`src/rtl/tct_pkg.sv`:
```
`timescale 1ns / 1ps
package tct_pkg;

   // Display command codes
   localparam logic CMD_ADDR = 1'b0;
   localparam logic CMD_DRAW = 1'b1;

   // Request kinds
   localparam logic REQ_CHAR = 1'b0;
   localparam logic REQ_SET  = 1'b1;

   // Control characters
   localparam logic [7:0] CH_CR    = 8'h0D;
   localparam logic [7:0] CH_LF    = 8'h0A;
   localparam logic [7:0] CH_BS    = 8'h08;
   localparam logic [7:0] CH_DEL   = 8'h7F;
   localparam logic [7:0] CH_SPACE = 8'h20;

   // Glyph geometry, small (8x6) and large (16x8) font
   localparam logic [7:0] COL_STEP_SMALL = 8'd6;
   localparam logic [7:0] COL_STEP_LARGE = 8'd8;
   localparam logic [1:0] ROW_STEP_SMALL = 2'd1;
   localparam logic [1:0] ROW_STEP_LARGE = 2'd2;
   localparam logic [7:0] COL_LIMIT_SMALL = 8'd122;
   localparam logic [7:0] COL_LIMIT_LARGE = 8'd119;
   localparam logic [7:0] LINE_END_SMALL  = 8'd126;
   localparam logic [7:0] LINE_END_LARGE  = 8'd120;

   // Result queue
   localparam int unsigned QUEUE_DEPTH = 4;
   localparam int unsigned QUEUE_AW    = $clog2(QUEUE_DEPTH);
   localparam int unsigned QUEUE_CW    = $clog2(QUEUE_DEPTH + 1);

   typedef struct packed {
      logic       req_type;
      logic [7:0] char_code;
      logic [2:0] new_row;
      logic [7:0] new_col;
   } tct_request_type;

   typedef struct packed {
      logic       command;
      logic [7:0] glyph;
      logic [2:0] page_row;
      logic [7:0] pixel_col;
      logic       last;
   } tct_result_type;

   typedef struct packed {
      logic [1:0]     num;
      tct_result_type first;
      tct_result_type second;
      logic [2:0]     row;
      logic [7:0]     col;
   } tct_step_type;

endpackage

```
`src/rtl/tct_step.sv`:
```
`timescale 1ns / 1ps
module tct_step (
   input  tct_pkg::tct_request_type req,
   input  logic                     large_font,
   input  logic [2:0]               cur_row,
   input  logic [7:0]               cur_col,
   output tct_pkg::tct_step_type    step
);
   import tct_pkg::*;

   logic [1:0] row_step;
   logic [7:0] col_step;
   logic [7:0] col_limit;
   logic [7:0] line_end;
   logic [3:0] row_up;
   logic [2:0] row_wrapped;
   logic [2:0] back_row;
   logic [7:0] back_col;
   logic [7:0] fwd_col;
   logic       line_wrap;
   logic       page_wrap;

   assign row_step  = large_font ? ROW_STEP_LARGE  : ROW_STEP_SMALL;
   assign col_step  = large_font ? COL_STEP_LARGE  : COL_STEP_SMALL;
   assign col_limit = large_font ? COL_LIMIT_LARGE : COL_LIMIT_SMALL;
   assign line_end  = large_font ? LINE_END_LARGE  : LINE_END_SMALL;

   // row moved down; anything past the last page lands on the top page
   assign row_up      = {1'b0, cur_row} + {2'b00, row_step};
   assign row_wrapped = row_up[3] ? 3'd0 : row_up[2:0];

   assign back_row = (cur_col == 8'd0) ? (cur_row - {1'b0, row_step}) : cur_row;
   assign back_col = ((cur_col == 8'd0) ? line_end : cur_col) - col_step;

   assign fwd_col   = cur_col + col_step;
   assign line_wrap = fwd_col > col_limit;
   assign page_wrap = line_wrap && row_up[3];

   always_comb begin
      step.num    = 2'd0;
      step.first  = '0;
      step.second = '{command: CMD_ADDR, glyph: 8'd0, page_row: 3'd0,
                      pixel_col: 8'd0, last: 1'b1};
      step.row    = cur_row;
      step.col    = cur_col;
      if (req.req_type == REQ_SET) begin
         step.row = req.new_row;
         step.col = req.new_col;
      end else begin
         step.num = 2'd1;
         priority if (req.char_code == CH_CR) begin
            step.col   = 8'd0;
            step.first = '{command: CMD_ADDR, glyph: 8'd0, page_row: cur_row,
                           pixel_col: 8'd0, last: 1'b1};
         end else if (req.char_code == CH_LF) begin
            step.row   = row_wrapped;
            step.first = '{command: CMD_ADDR, glyph: 8'd0, page_row: row_wrapped,
                           pixel_col: cur_col, last: 1'b1};
         end else if (req.char_code == CH_BS || req.char_code == CH_DEL) begin
            step.row   = back_row;
            step.col   = back_col;
            step.first = '{command: CMD_DRAW, glyph: CH_SPACE, page_row: back_row,
                           pixel_col: back_col, last: 1'b1};
         end else begin
            step.row   = line_wrap ? row_wrapped : cur_row;
            step.col   = line_wrap ? 8'd0 : fwd_col;
            step.first = '{command: CMD_DRAW, glyph: req.char_code, page_row: cur_row,
                           pixel_col: cur_col, last: !page_wrap};
            if (page_wrap) begin
               step.num = 2'd2;
            end
         end
      end
   end

endmodule

```
`src/rtl/tct_queue.sv`:
```
`timescale 1ns / 1ps
module tct_queue (
   input  logic                    clock,
   input  logic                    reset,
   input  logic [1:0]              push_num,
   input  tct_pkg::tct_result_type push_a,
   input  tct_pkg::tct_result_type push_b,
   output logic                    room2,
   output logic                    out_valid,
   input  logic                    out_ready,
   output tct_pkg::tct_result_type out_data
);
   import tct_pkg::*;

   tct_result_type        mem_ff [QUEUE_DEPTH];
   logic [QUEUE_AW-1:0]   wr_ptr_ff, wr_ptr_in;
   logic [QUEUE_AW-1:0]   rd_ptr_ff, rd_ptr_in;
   logic [QUEUE_CW-1:0]   count_ff, count_in;
   logic [QUEUE_AW-1:0]   wr_ptr_nxt;
   logic                  pop;

   assign out_valid  = count_ff != '0;
   assign out_data   = mem_ff[rd_ptr_ff];
   assign room2      = count_ff <= QUEUE_CW'(QUEUE_DEPTH - 2);
   assign pop        = out_valid && out_ready;
   assign wr_ptr_nxt = wr_ptr_ff + 1'b1;

   always_comb begin
      wr_ptr_in = wr_ptr_ff + QUEUE_AW'(push_num);
      rd_ptr_in = rd_ptr_ff + QUEUE_AW'(pop);
      count_in  = count_ff + QUEUE_CW'(push_num) - QUEUE_CW'(pop);
   end

   always_ff @(posedge clock) begin
      if (reset) begin
         wr_ptr_ff <= '0;
         rd_ptr_ff <= '0;
         count_ff  <= '0;
      end else begin
         wr_ptr_ff <= wr_ptr_in;
         rd_ptr_ff <= rd_ptr_in;
         count_ff  <= count_in;
      end
   end

   always_ff @(posedge clock) begin
      if (push_num != 2'd0) begin
         mem_ff[wr_ptr_ff] <= push_a;
      end
      if (push_num == 2'd2) begin
         mem_ff[wr_ptr_nxt] <= push_b;
      end
   end

   a_no_overflow: assert property (@(posedge clock) disable iff (reset)
      push_num != 2'd0 |-> room2)
      else $error("result queue pushed without room");

   a_count_bound: assert property (@(posedge clock) disable iff (reset)
      count_ff <= QUEUE_CW'(QUEUE_DEPTH))
      else $error("result queue count out of range");

   a_pop_only: assert property (@(posedge clock) disable iff (reset)
      (pop && push_num == 2'd0) |=> count_ff == $past(count_ff) - 1'b1)
      else $error("result queue count did not drop on pop");

endmodule

```
`src/rtl/text_cursor_tracker.sv`:
```
`timescale 1ns / 1ps
// Channel   | Direction | Handshake             | Payload
// req_      | in        | req_valid / req_ready | type, char code, new row, new column
// rsp_      | out       | rsp_valid / rsp_ready | command, glyph, page row, column, last
// csr_      | in        | csr_write_en          | large font select
//
// One request per cycle. A request is held in the input register, then the cursor
// step logic updates the cursor and pushes 0, 1 or 2 results into a four-entry
// result queue, from whose head the first result shows on rsp_.
// A page wrap produces two results. Reset clears cursor, font and queue.
// Processing stalls only when the queue has fewer than two free entries.
module text_cursor_tracker (
   input  logic       clock,
   input  logic       reset,
   // request channel
   input  logic       req_valid,
   output logic       req_ready,
   input  logic       req_type,
   input  logic [7:0] req_char_code,
   input  logic [2:0] req_new_row,
   input  logic [7:0] req_new_col,
   // result channel
   output logic       rsp_valid,
   input  logic       rsp_ready,
   output logic       rsp_command,
   output logic [7:0] rsp_glyph,
   output logic [2:0] rsp_page_row,
   output logic [7:0] rsp_pixel_col,
   output logic       rsp_last,
   // configuration
   input  logic       csr_write_en,
   input  logic       csr_write_data
);
   import tct_pkg::*;

   // input register
   logic            in_valid_ff, in_valid_in;
   tct_request_type in_req_ff;

   // cursor state and font select
   logic [2:0]      row_ff, row_in;
   logic [7:0]      col_ff, col_in;
   logic            large_font_ff, large_font_in;

   tct_step_type    step;
   tct_result_type  rsp;
   logic            room2;
   logic            proc_fire;
   logic [1:0]      push_num;

   // a held request moves on once the queue can take a worst-case pair
   assign proc_fire = in_valid_ff && room2;
   assign req_ready = !in_valid_ff || proc_fire;
   assign push_num  = proc_fire ? step.num : 2'd0;

   always_comb begin
      in_valid_in   = in_valid_ff;
      row_in        = row_ff;
      col_in        = col_ff;
      large_font_in = csr_write_en ? csr_write_data : large_font_ff;
      if (proc_fire) begin
         in_valid_in = 1'b0;
         row_in      = step.row;
         col_in      = step.col;
      end
      if (req_valid && req_ready) begin
         in_valid_in = 1'b1;
      end
   end

   always_ff @(posedge clock) begin
      if (reset) begin
         in_valid_ff   <= 1'b0;
         row_ff        <= 3'd0;
         col_ff        <= 8'd0;
         large_font_ff <= 1'b0;
      end else begin
         in_valid_ff   <= in_valid_in;
         row_ff        <= row_in;
         col_ff        <= col_in;
         large_font_ff <= large_font_in;
      end
   end

   // request payload, no reset needed
   always_ff @(posedge clock) begin
      if (req_valid && req_ready) begin
         in_req_ff <= '{req_type: req_type, char_code: req_char_code,
                        new_row: req_new_row, new_col: req_new_col};
      end
   end

   tct_step u_step (
      .req        (in_req_ff),
      .large_font (large_font_ff),
      .cur_row    (row_ff),
      .cur_col    (col_ff),
      .step       (step)
   );

   tct_queue u_queue (
      .clock     (clock),
      .reset     (reset),
      .push_num  (push_num),
      .push_a    (step.first),
      .push_b    (step.second),
      .room2     (room2),
      .out_valid (rsp_valid),
      .out_ready (rsp_ready),
      .out_data  (rsp)
   );

   assign rsp_command   = rsp.command;
   assign rsp_glyph     = rsp.glyph;
   assign rsp_page_row  = rsp.page_row;
   assign rsp_pixel_col = rsp.pixel_col;
   assign rsp_last      = rsp.last;

   // a set request never produces a result
   a_set_silent: assert property (@(posedge clock) disable iff (reset)
      (proc_fire && in_req_ff.req_type == REQ_SET) |-> push_num == 2'd0)
      else $error("set request produced a result");

   // a pair always ends on an address command to the top left
   a_pair_tail: assert property (@(posedge clock) disable iff (reset)
      push_num == 2'd2 |-> (step.second.command == CMD_ADDR && step.row == 3'd0
                            && step.col == 8'd0 && !step.first.last))
      else $error("page wrap pair malformed");

   // cursor only moves when a request is processed
   a_cursor_hold: assert property (@(posedge clock) disable iff (reset)
      !proc_fire |=> ($stable(row_ff) && $stable(col_ff)))
      else $error("cursor moved without a request");

endmodule

```
`config.mk`:
```
export PLATFORM = sky130hd
export DESIGN_NAME = text_cursor_tracker
export DESIGN_NICKNAME = d
export VERILOG_FILES = /design/src/rtl/tct_pkg.sv /design/src/rtl/tct_step.sv /design/src/rtl/tct_queue.sv /design/src/rtl/text_cursor_tracker.sv
export SDC_FILE = /design/constraint.sdc
export NUM_CORES = 1
export LEC_CHECK = 0
export BUFFER_PORTS_ARGS = -buffer_cell sky130_fd_sc_hd__clkbuf_2
export CAP_MARGIN = 20
export CORE_ASPECT_RATIO = 1.25
export CORE_MARGIN = 4
export CORE_UTILIZATION = 30
export CTS_BUF_LIST = sky130_fd_sc_hd__clkbuf_8
export DETAILED_ROUTE_END_ITERATION = 8
export PLACE_DENSITY = 0.5
export REMOVE_ABC_BUFFERS = 1
export SYNTH_ARGS = -nofsm -noshare
export SYNTH_HDL_FRONTEND = slang
export SYNTH_SLANG_ARGS = --single-unit
```
`constraint.sdc`:
```
create_clock -name clock -period 5.5 [get_ports clock]
set_input_delay 0.55 -clock clock [delete_from_list [all_inputs] [get_ports clock]]
set_output_delay 0.55 -clock clock [all_outputs]
set_load 0.1 [all_outputs]
```
==> flow_summary.yaml, run 1 <==
drt:
  drc: 0
  vias: 5076
  drt_pre_antenna_iters: 5
  dr_wl_met2_um: 8600
  routed_wl_um: 17400
  post_drt_wl_per_cell_um: 17.2
  vias_per_cell: 5.02
  highest_layer: "met4"
  drtAntennaViolNets: 0
  route.met3.wl_um: 627
  drt_iter0_drc: 328
  m1WireLength_um: 7970
clocking:
  cts_tree: "done"
  insertion_delay_ps: 450
  cts.clk_slew.worst_paths_ps: 80
  post_cts_resized: 0
  cts_root_buf: "clkbuf_8"
  postCtsSetupRepairBufs: 0
  cts_buffer_depth: 2
  clock_sinks: 124
  cts_buffers: 17
  postCtsHoldBufs: 0
  htree_levels: 4
yosys:
  syn_avg_cell_area_um2: 9.02
  async_reset_ff_share_pct: 0
  yosysWarnings: 0
  yosysSeqAreaShare_pct: 43.0
  yosys.cell_types.count: 62
  ys_seq_elements: 124
  yosys_most_used_dff: "dfxtp_1"
  syn_area_um2: 6240
  synth_cells: 691
  synth-edff-count: 20
place:
  io_buffers: 48
  dp_hpwl_um: 11900
  place.gp.congestion: 0.840
  detailed_place.area_um2: 6740
outcome:
  status: "finished clean"
sta:
  fmax_ghz: 0.224
  finalSetupTns_ps: 0
  finClkSkew_ps: 9.79
  finalSetupViolCount: 0
  grt_setup_unrepaired: "no"
  worst_pin_slew_ps: 1000
  max-slew-margin-rel_pct: 32.6
  drv_slew: 0
  final.min_clock_period_ps: 4460
  hold_viol: 0
  finalCritPeriodShare_pct: 81.1
global_routing:
  antenna_found_initial: 0
  grt_pass1_wl_um: 28300
  grt_pass1_vias: 5078
  grt_max_degree: 30
  track_usage_pct: 15.7
  grt_overflow: 0
run:
  drv_cap: 0
finish:
  syn_to_final_growth_pct: 14.8
  mostFrequentLayoutCells: "130 x nand2_1, 104 x dfxtp_1, 86 x a21oi_1"
  layout_commonest_cell: "nand2_1"
  nNetsFinal: 777
  diodes: 0
  n_fill_cell: 2151
  final_area_um2: 7160
  final_layout_size_suffix_gt1_share_pct: 18.8
hold_path:
  min_delay_worst_endpoint: "in_req_ff[9]"
  hp-start: "req_new_row[1]"
  hold_depth: 1
  holdCritPathClass: "input pin to flip-flop"
die:
  die_width_um: 137
  ios: 49
  core_region_area_um2: 20300
  row_count: 58
  die_y_um: 169
  die_area_um2: 23200
  start_util_pct: 30.7
setup_path:
  r2r-start: "large_font_ff"
  worst_setup_path_start_kind: "flip-flop"
  crit_path_max_fanout: 11
  max_stage_delay_ps: 510
  arrival_ps: 4790
  cp_cell_sequence: "inv_1 > ha_1 > inv_1 > fa_1 > xnor2_1 > ha_1 > nand4b_1 > nand2_1 > nand3_1 > o21ai_0 > and3_1 > nand2_1 > ha_1 > fa_1 > xnor2_1 > xnor2_1 > nor2_1"
  r2r_cells: 17
  worst-r2r-setup-slack_ps: 1040
  crit_type: "flip-flop to flip-flop"
  crit_path_end_kind: "flip-flop"
  worst_ep_required_time_ps: 5830
  r2r_end: "u_queue.count_ff[2]"
  cp_slowest_cell: "o21ai_0"
power_and_ir_drop:
  p_leak_nw: 2.66
  vdd_drop_max_mv: 0.176
  powerDensity_nw_per_um2: 461
## registers in the layout (all words and copies together) (netlist names)
name / cells
row_ff: 3
in_valid_ff: 1
u_queue.wr_ptr_ff: 2
col_ff: 8
u_queue.rd_ptr_ff: 2
in_req_ff: 20
u_queue.count_ff: 3
large_font_ff: 1
u_queue.mem_ff: 84
## synthesized netlist by cell type, types with 5 or more instances
cell      count  share of area [%]
clkbuf_1     30                1.8
mux4_2       21                7.6
nor4_1        5               0.50
buf_2        14                1.1
o21ai_0      10               0.80
nor3_1       13                1.0
nor2b_1       7               0.70
nor2_1       66                4.0
dfxtp_1     104                 33
a21oi_1      86                6.9
nand2_1     130                7.8
ha_1         18                3.6
and2_1        5               0.50
and3_1        5               0.50
a22oi_1      11                1.3
inv_1        14               0.84
nand3_1      24                1.9
fa_1          5                1.6
xor2_1        5               0.70
a211oi_1     11                1.3
edfxtp_1     20                9.6
xnor2_1       9                1.3
nand2b_1      7               0.70
a221oi_1      5               0.70
## worst max path at each step
stage               slack, ps     startpoint  cells past startpoint                   to
floorplan                1660  large_font_ff                     17  u_queue.count_ff[2]
global placement         1160  large_font_ff                     17  u_queue.count_ff[2]
detailed placement       1030  large_font_ff                     17  u_queue.count_ff[2]
CTS                      1010  large_font_ff                     17  u_queue.count_ff[2]
global route              670  large_font_ff                     17  u_queue.count_ff[2]
finish                   1040  large_font_ff                     17  u_queue.count_ff[2]
## worst max-delay path, delay by kind of cell, from the launching register on
family	cells	cell delay, ps
fa+ha+maj	5	1720
simple gates	6	690
compound gates	1	510
xor+xnor	3	490
flops	1	470
buf+inv	2	450
## cell type report
class	instances	area, um2	area share [%]
inverters	14	52.6	0.734
clock inverters	13	160	2.24
well taps	270	338	4.72
repair buffers	67	387	5.40
flip-flops and latches	124	2680	37.5
clock buffers	19	262	3.65
multi-input cells	504	3280	45.8
## kinds of logic (layout without fill, tap and decap cells)
family | after synthesis | count (layout) | share of synthesized area, %
AND/OR/NAND/NOR | 285 | 285 | 20.7
XOR/XNOR | 14 | 14 | 1.97
buffers and inverters | 63 | 113 | 4.57
adder cells (fa/ha/maj) | 23 | 23 | 5.22
AO/OA/AOI/OAI | 159 | 159 | 16.6
multiplexers | 23 | 23 | 7.93
flip-flops | 124 | 124 | 43.0
## layer usage
layer / vias to the layer above / global-route usage (%)
met2: 93 / 26.6
li1: 2523 / -
met1: 2441 / 20.4
met4: 0 / 4.04
met3: 19 / 3.44
met5: - / 0
## per-stage QoR
stage	instances	utilization, %	total power, mW	worst slack, ps	hold WS [ps]
after global placement	978	33.1	2.46	1160	442
after CTS	1011	35.2	3.34	1010	238
final	1011	35.2	3.30	1040	266
after floorplan	642	-	2.19	1660	433
after detailed placement	979	33.2	2.46	1030	446
after global routing	1011	35.2	3.48	673	238
## where the power goes
part	total, mW	internal, mW	switching (mW)
sequential	1.16	1.06	0.107
combinational	1.27	0.374	0.898
clock	0.867	0.475	0.392
total	3.30	1.90	1.40
No activity file was read; power rests on OpenSTA's default activity.
==> run 2: changes to the inputs <==
--- a/config.mk
+++ b/config.mk
@@ -5,6 +5,7 @@
 export SDC_FILE = /design/constraint.sdc
 export NUM_CORES = 1
 export LEC_CHECK = 0
+export ABC_AREA = 1
 export BUFFER_PORTS_ARGS = -buffer_cell sky130_fd_sc_hd__clkbuf_2
 export CAP_MARGIN = 20
 export CORE_ASPECT_RATIO = 1.25
@@ -12,7 +13,7 @@
 export CORE_UTILIZATION = 30
 export CTS_BUF_LIST = sky130_fd_sc_hd__clkbuf_8
 export DETAILED_ROUTE_END_ITERATION = 8
-export PLACE_DENSITY = 0.5
+export PLACE_DENSITY = 0.49
 export REMOVE_ABC_BUFFERS = 1
 export SYNTH_ARGS = -nofsm -noshare
 export SYNTH_HDL_FRONTEND = slang
==> constraint.sdc (replaced) <==
create_clock -name clock -period 4.66 [get_ports clock]
set_input_delay 0.466 -clock clock [delete_from_list [all_inputs] [get_ports clock]]
set_output_delay 0.466 -clock clock [all_outputs]
set_load 0.1 [all_outputs]
==> run 2 against run 1 <==
Net effect:
- hold slack got worse by 87 ps
- sequential share of layout area is 2.0 points lower
- wire length up 12%
- global-route usage rose by 0.50 points
- clock-buffer cell count decreased by 1
- die area up 6.4%
- register-to-register slack worse by 150 ps
- sequential power increased by 22%
- core utilization fell by 0.34 points
- total power rose by 48%
==> flow_summary.yaml, run 2 <==
clocking:
  cts_buffer_depth: 2
  cts.clk_slew.worst_paths_ps: 80
  cts_root_buf: "clkbuf_8"
  postCtsHoldBufs: 0
  cts_buffers: 17
  post_cts_resized: 0
  cts_tree: "done"
  htree_levels: 4
  insertion_delay_ps: 450
  clock_sinks: 124
  postCtsSetupRepairBufs: 0
sta:
  finalSetupTns_ps: 0
  max-slew-margin-rel_pct: 40.3
  fmax_ghz: 0.265
  finalCritPeriodShare_pct: 80.9
  final.min_clock_period_ps: 3770
  drv_slew: 0
  hold_viol: 0
  finClkSkew_ps: 13.6
  finalSetupViolCount: 0
  grt_setup_unrepaired: "no"
  worst_pin_slew_ps: 894
drt:
  vias: 5944
  post_drt_wl_per_cell_um: 15.5
  drt_pre_antenna_iters: 7
  drtAntennaViolNets: 0
  drt_iter0_drc: 463
  vias_per_cell: 4.72
  routed_wl_um: 19400
  drc: 0
setup_path:
  cp_cell_sequence: "inv_1 > ha_1 > inv_1 > fa_1 > xnor2_1 > ha_1 > nand3_1 > o21ai_0 > nand2_1 > nor2_1 > nand3_2 > nand2_4 > nand3_1 > ha_1 > fa_1 > xor2_1 > inv_1 > nor2_1"
  max_stage_delay_ps: 470
  worst-path-buf-inv: 3
  crit_path_max_fanout: 9
  arrival_ps: 4110
  crit_type: "flip-flop to flip-flop"
  worst_setup_path_start_kind: "flip-flop"
  cp_slowest_cell: "dfxtp_1"
  crit_path_end_kind: "flip-flop"
  path_delay_family: "adder cells"
  worst_ep_required_time_ps: 5000
finish:
  nNetsFinal: 1015
  largest_register: "u_queue.mem_ff"
  n_fill_cell: 2353
  reg_top3: "u_queue.mem_ff x84, in_req_ff x20, col_ff x8"
  mostFrequentLayoutCells: "237 x nand2_1, 133 x inv_1, 104 x dfxtp_1"
  final_layout_size_suffix_gt1_share_pct: 12.1
  largest_reg_flops: 84
  diodes: 0
  syn_to_final_growth_pct: 13.7
  layout_commonest_cell: "nand2_1"
  fin_cells: 1258
hold_path:
  holdCritPathClass: "input pin to flip-flop"
die:
  ios: 49
  die_area_um2: 24700
  die_y_um: 175
  core_region_area_um2: 21700
  start_util_pct: 30.7
  die_width_um: 141
  row_count: 60
yosys:
  yosys.area.top_type: "dfxtp_1"
  synth-xor-area-share_pct: 1.33
  synth-simple-area-share_pct: 26.6
  yosys-top-cells-count: "237 x nand2_1, 129 x inv_1, 104 x dfxtp_1, 93 x o21ai_0, 87 x nor2_1"
  syn_avg_cell_area_um2: 7.13
  yosysSeqAreaShare_pct: 40.3
  synth_area_leaders: "dfxtp_1 31%, nand2_1 13%, edfxtp_1 9.0%"
  syn_area_um2: 6660
  async_reset_ff_share_pct: 0
  synth_mux_area_share_pct: 0
  ys_seq_elements: 124
  yosys_most_used_dff: "dfxtp_1"
  yosys.cell_types.count: 40
  yosys.cell_count.top_type: "nand2_1"
  synth_cells: 934
  synth_top_family_by_area: "simple AND/OR/NAND/NOR gates"
  yosysWarnings: 0
  synth_compound_area_share_pct: 15.8
  synth_top_area_share_pct: 31.3
  synth-adder-area-share_pct: 4.89
  synth-edff-count: 20
global_routing:
  met2_usage_pct: 26.7
  track_usage_pct: 16.2
  grt_pass1_vias: 5739
  grtUsageMet3_pct: 3.11
  grt.busiest_layer: "met2"
  grt_overflow: 0
  use_met1_pct: 21.4
  antenna_found_initial: 0
  grt_max_degree: 44
  grt_pass1_wl_um: 31500
place:
  io_buffers: 48
  placedCellCount: 1226
  dp_hpwl_um: 13000
  place.gp.congestion: 0.833
run:
  drv_cap: 0
power_and_ir_drop:
  p_int_mw: 2.50
  p_clk_share_pct: 23.5
  swShare_pct: 49.0
  p_leak_nw: 3.80
  p_switching_mw: 2.40
  powerDensity_nw_per_um2: 646
  comb_power_share_pct: 47.4
  vdd_drop_max_mv: 0.321
  power_frac_seq_pct: 29.1
outcome:
  status: "finished clean"
## run 2: cell count changes after synthesis, moves of 11 or more
| cell | delta |
|---|---|
| a21oi_1 | -48 |
| o22ai_1 | +17 |
| nor2_1 | +21 |
| nand2_1 | +107 |
| inv_1 | +115 |
| nand3_1 | +18 |
| mux4_2 | -21 |
| a211oi_1 | -11 |
| nor3_1 | -12 |
| clkbuf_1 | -12 |
| o21ai_0 | +83 |
| o21ai_1 | +19 |
| o211ai_1 | +14 |
| a22oi_1 | -11 |
## run 2: worst reg2reg max path, cell delays in order, from the launching register on
cell	delay, ps
dfxtp_1	470
inv_1	140
ha_1	170
inv_1	60
fa_1	400
xnor2_1	170
ha_1	320
nand3_1	70
o21ai_0	140
nand2_1	70
nor2_1	120
nand3_2	200
nand2_4	180
nand3_1	130
ha_1	320
fa_1	430
xor2_1	170
inv_1	60
nor2_1	30
## run 2: cells by family after synthesis
kind of cell,after synthesis
AOI/OAI and AO/OA,194
xor gates and xnor gates,8
adders and majority gates,23
buffers and inverters,180
DFF,124
and+or+nand+nor,405
## run 2: final timing paths
path	startpoint	end	slack, ps	cells past startpoint
max	large_font_ff	u_queue.count_ff[2]	890	18
min	req_new_col[7]	in_req_ff[7]	180	1
max reg2reg	large_font_ff	u_queue.count_ff[2]	890	18
min reg2reg	u_queue.mem_ff[2][0]	u_queue.mem_ff[2][0]	470	2
## run 2: power by group through the flow
stage | logic, mW | registers [mW] | clock network, mW
floorplan | 1.87 | 1.44 | 0
global placement | 2.32 | 1.45 | 0
detailed placement | 2.33 | 1.44 | 0
CTS | 2.34 | 1.42 | 1.19
global route | 2.52 | 1.45 | 1.23
finish | 2.32 | 1.42 | 1.15
## run 2: final cells by class
| cell class | instances | area [um2] | area share (%) |
|---|---|---|---|
| multi-input cells | 630 | 3240 | 42.8 |
| flip-flops and latches | 124 | 2680 | 35.4 |
| inverters | 134 | 503 | 6.64 |
| repair buffers | 59 | 323 | 4.26 |
| clock buffers | 18 | 248 | 3.27 |
| clock inverters | 14 | 224 | 2.96 |
| well taps | 279 | 349 | 4.61 |
## run 2: layer usage
| metal | up-vias | part of all wire, % |
|---|---|---|
| li1 | 3072 | - |
| met1 | 2729 | 46 |
| met2 | 119 | 48 |
| met3 | 24 | 3.7 |
| met4 | 0 | 1.5 |
| met5 | - | 0 |
## run 2: stage by stage
stage / hold WS (ps) / utilization, % / setup WS, ps / area (um2) / total power [mW]
finish: 179 / 34.9 / 889 / 7570 / 4.89
global route: 156 / 34.9 / 498 / 7570 / 5.20
CTS: 147 / 34.9 / 869 / 7570 / 4.94
detailed placement: 448 / 32.7 / 933 / 7100 / 3.77
global placement: 446 / 32.7 / 963 / 7100 / 3.77
floorplan: 432 / - / 1010 / 6420 / 3.32
==> run 3: changes to the inputs <==
--- a/config.mk
+++ b/config.mk
@@ -5,7 +5,7 @@
 export SDC_FILE = /design/constraint.sdc
 export NUM_CORES = 1
 export LEC_CHECK = 0
-export ABC_AREA = 1
+export ABC_AREA = 0
 export BUFFER_PORTS_ARGS = -buffer_cell sky130_fd_sc_hd__clkbuf_2
 export CAP_MARGIN = 20
 export CORE_ASPECT_RATIO = 1.25
@@ -13,7 +13,7 @@
 export CORE_UTILIZATION = 30
 export CTS_BUF_LIST = sky130_fd_sc_hd__clkbuf_8
 export DETAILED_ROUTE_END_ITERATION = 8
-export PLACE_DENSITY = 0.49
+export PLACE_DENSITY = 0.5
 export REMOVE_ABC_BUFFERS = 1
 export SYNTH_ARGS = -nofsm -noshare
 export SYNTH_HDL_FRONTEND = slang
==> constraint.sdc (replaced) <==
create_clock -name clock -period 3.6 [get_ports clock]
set_input_delay 0.36 -clock clock [delete_from_list [all_inputs] [get_ports clock]]
set_output_delay 0.36 -clock clock [all_outputs]
set_load 0.1 [all_outputs]
==> run 3 against run 2 <==
Net effect:
- largest cell class unchanged
- total power increased by 5.6%
- register-to-register slack got worse by 710 ps
- largest power group unchanged
- clock power increased by 21%
- clock-buffer cell count increased by 2
- cell count decreased by 18%
- highest routed layer unchanged
- core utilization increased by 1.4 points
- flip-flop and latch count unchanged
==> flow_summary.yaml, run 3 (synthesis results as in run 1) <==
global_routing:
  use_met1_pct: 19.9
  track_usage_pct: 15.7
  grt.busiest_layer: "met2"
  grt_overflow: 0
  met2_usage_pct: 26.9
  grt_pass1_wl_um: 28200
  antenna_found_initial: 0
  grtUsageMet3_pct: 3.53
  grt_max_degree: 28
  grt_pass1_vias: 5035
drt:
  drt_pre_antenna_iters: 5
  drtAntennaViolNets: 0
  vias: 5138
  post_drt_wl_per_cell_um: 16.8
  vias_per_cell: 4.97
  drt_iter0_drc: 299
  routed_wl_um: 17400
  drc: 0
place:
  dp_hpwl_um: 12300
  io_buffers: 48
  place.gp.congestion: 0.811
  detailed_place.area_um2: 6910
sta:
  max-slew-margin-rel_pct: 32.0
  hold_viol: 0
  drv_slew: 0
  finClkSkew_ps: 11.8
  finalCritPeriodShare_pct: 94.9
  finalSetupViolCount: 0
  worst_pin_slew_ps: 1010
  fmax_ghz: 0.293
  final.min_clock_period_ps: 3420
  hold_ws_ps: 75.6
clocking:
  htree_levels: 4
  cts_buffer_depth: 2
  cts.clk_slew.worst_paths_ps: 70
  insertion_delay_ps: 460
  cts_buffers: 17
  clock_sinks: 124
  cts_root_buf: "clkbuf_8"
  cts_tree: "done"
power_and_ir_drop:
  p_int_mw: 3.04
  vdd_drop_max_mv: 0.350
  p_clk_share_pct: 27.0
  swShare_pct: 41.2
  powerDensity_nw_per_um2: 700
  comb_power_share_pct: 39.3
  power_frac_seq_pct: 33.8
  p_switching_mw: 2.13
  total_power_mw: 5.17
  p_leak_nw: 2.79
setup_path:
  crit_path_max_fanout: 4
  crit_path_end: "u_queue.count_ff[2]"
  startpoint: "large_font_ff"
  crit_type: "flip-flop to flip-flop"
  r2r_cells: 17
  worst-r2r-setup-slack_ps: 180
  r2r-start: "large_font_ff"
  crit_path_end_kind: "flip-flop"
  worst_ep_required_time_ps: 3920
  arrival_ps: 3740
  r2r_end: "u_queue.count_ff[2]"
  worst_setup_path_start_kind: "flip-flop"
finish:
  final_area_um2: 7380
  largest_register: "u_queue.mem_ff"
  layout_commonest_cell: "nand2_1"
  largest_reg_flops: 84
  final_layout_size_suffix_gt1_share_pct: 21.7
  diodes: 0
  nNetsFinal: 800
  mostFrequentLayoutCells: "130 x nand2_1, 104 x dfxtp_1, 86 x a21oi_1"
  syn_to_final_growth_pct: 18.4
  reg_top3: "u_queue.mem_ff x84, in_req_ff x20, col_ff x8"
die:
  core_region_area_um2: 20300
  die_width_um: 137
  row_count: 58
  die_area_um2: 23200
  start_util_pct: 30.7
  ios: 49
  die_y_um: 169
hold_path:
  holdCritPathClass: "input pin to flip-flop"
run:
  drv_cap: 0
outcome:
  status: "finished clean"
run 3: cell count changes in the layout (fill, tap and decap cells not counted), moves of 19 or more:
cell	previous run	this run
o21ai_0	93	9
inv_1	133	16
buf_4	11	42
nor2_1	87	66
o21ai_1	20	1
mux4_2	0	21
nand2_1	237	130
a21oi_1	37	86
run 3: worst min-delay path by stage:
stage / end / start / cells past startpoint
floorplan: u_queue.count_ff[1] / reset / 1
detailed placement: u_queue.mem_ff[3][8] / u_queue.mem_ff[3][8] / 2
global route: in_req_ff[6] / req_new_col[6] / 1
global placement: u_queue.mem_ff[3][15] / u_queue.mem_ff[3][15] / 2
CTS: in_req_ff[9] / req_new_row[1] / 1
finish: in_req_ff[9] / req_new_row[1] / 1
run 3: layer usage:
metal	wire length, um	part of all wire [%]
met1	7810	45
met2	8790	51
met3	581	3.3
met4	189	1.1
met5	0	0
run 3: area by class of cell:
cell class | instances | area (um2)
fill | 2101 | 12900
sequential | 124 | 2680
clock inverter | 12 | 168
timing repair buffer | 90 | 556
clock buffer | 20 | 275
tap | 270 | 338
inverter | 14 | 52.6
multi-input combinational | 504 | 3310
run 3: what timing repair did:
| action | in CTS | in global routing |
|---|---|---|
| gates cloned | 0 | 0 |
| endpoints found under the setup margin | 1 | 1 |
| resized for setup | 1 | 6 |
| hold buffers | 0 | 0 |
| buffers inserted | 0 | 0 |
| pin swaps | 0 | 3 |
| hold endpoints to repair | 0 | 0 |
run 3: worst max-delay path, cell delays in order, from the launching register on:
cell and delay [ps]:
dfxtp_1 310, inv_1 70, ha_2 180, inv_1 50, fa_2 360, xnor2_2 150, ha_1 320, nand4b_1 110
nand2_1 80, nand3_1 110, o21ai_2 190, and3_4 220, nand2_1 90, ha_4 230, fa_1 430, xnor2_1 190
xnor2_1 140, nor2_1 50
run 3: power groups by stage:
stage | combinational, mW | sequential [mW] | clock [mW]
2_1_floorplan | 1.55 | 1.80 | 0
3_3_place_gp | 2.03 | 1.78 | 0
3_5_place_dp | 2.03 | 1.78 | 0
4_1_cts | 2.04 | 1.75 | 1.43
5_1_grt | 2.19 | 1.77 | 1.50
6_report | 2.03 | 1.75 | 1.39
run 3: stage by stage:
| step | setup TNS [ps] | utilization [%] | instances | worst slack (ps) |
|---|---|---|---|---|
| global route | -3.19 | 36.3 | 1034 | -3.19 |
| CTS | 0 | 36.2 | 1034 | 12.6 |
| global placement | -48.7 | 34.0 | 1002 | -48.7 |
| finish | 0 | 36.3 | 1034 | 183 |
| detailed placement | -85.5 | 34.0 | 1002 | -85.5 |
| floorplan | -644 | - | 642 | -239 |
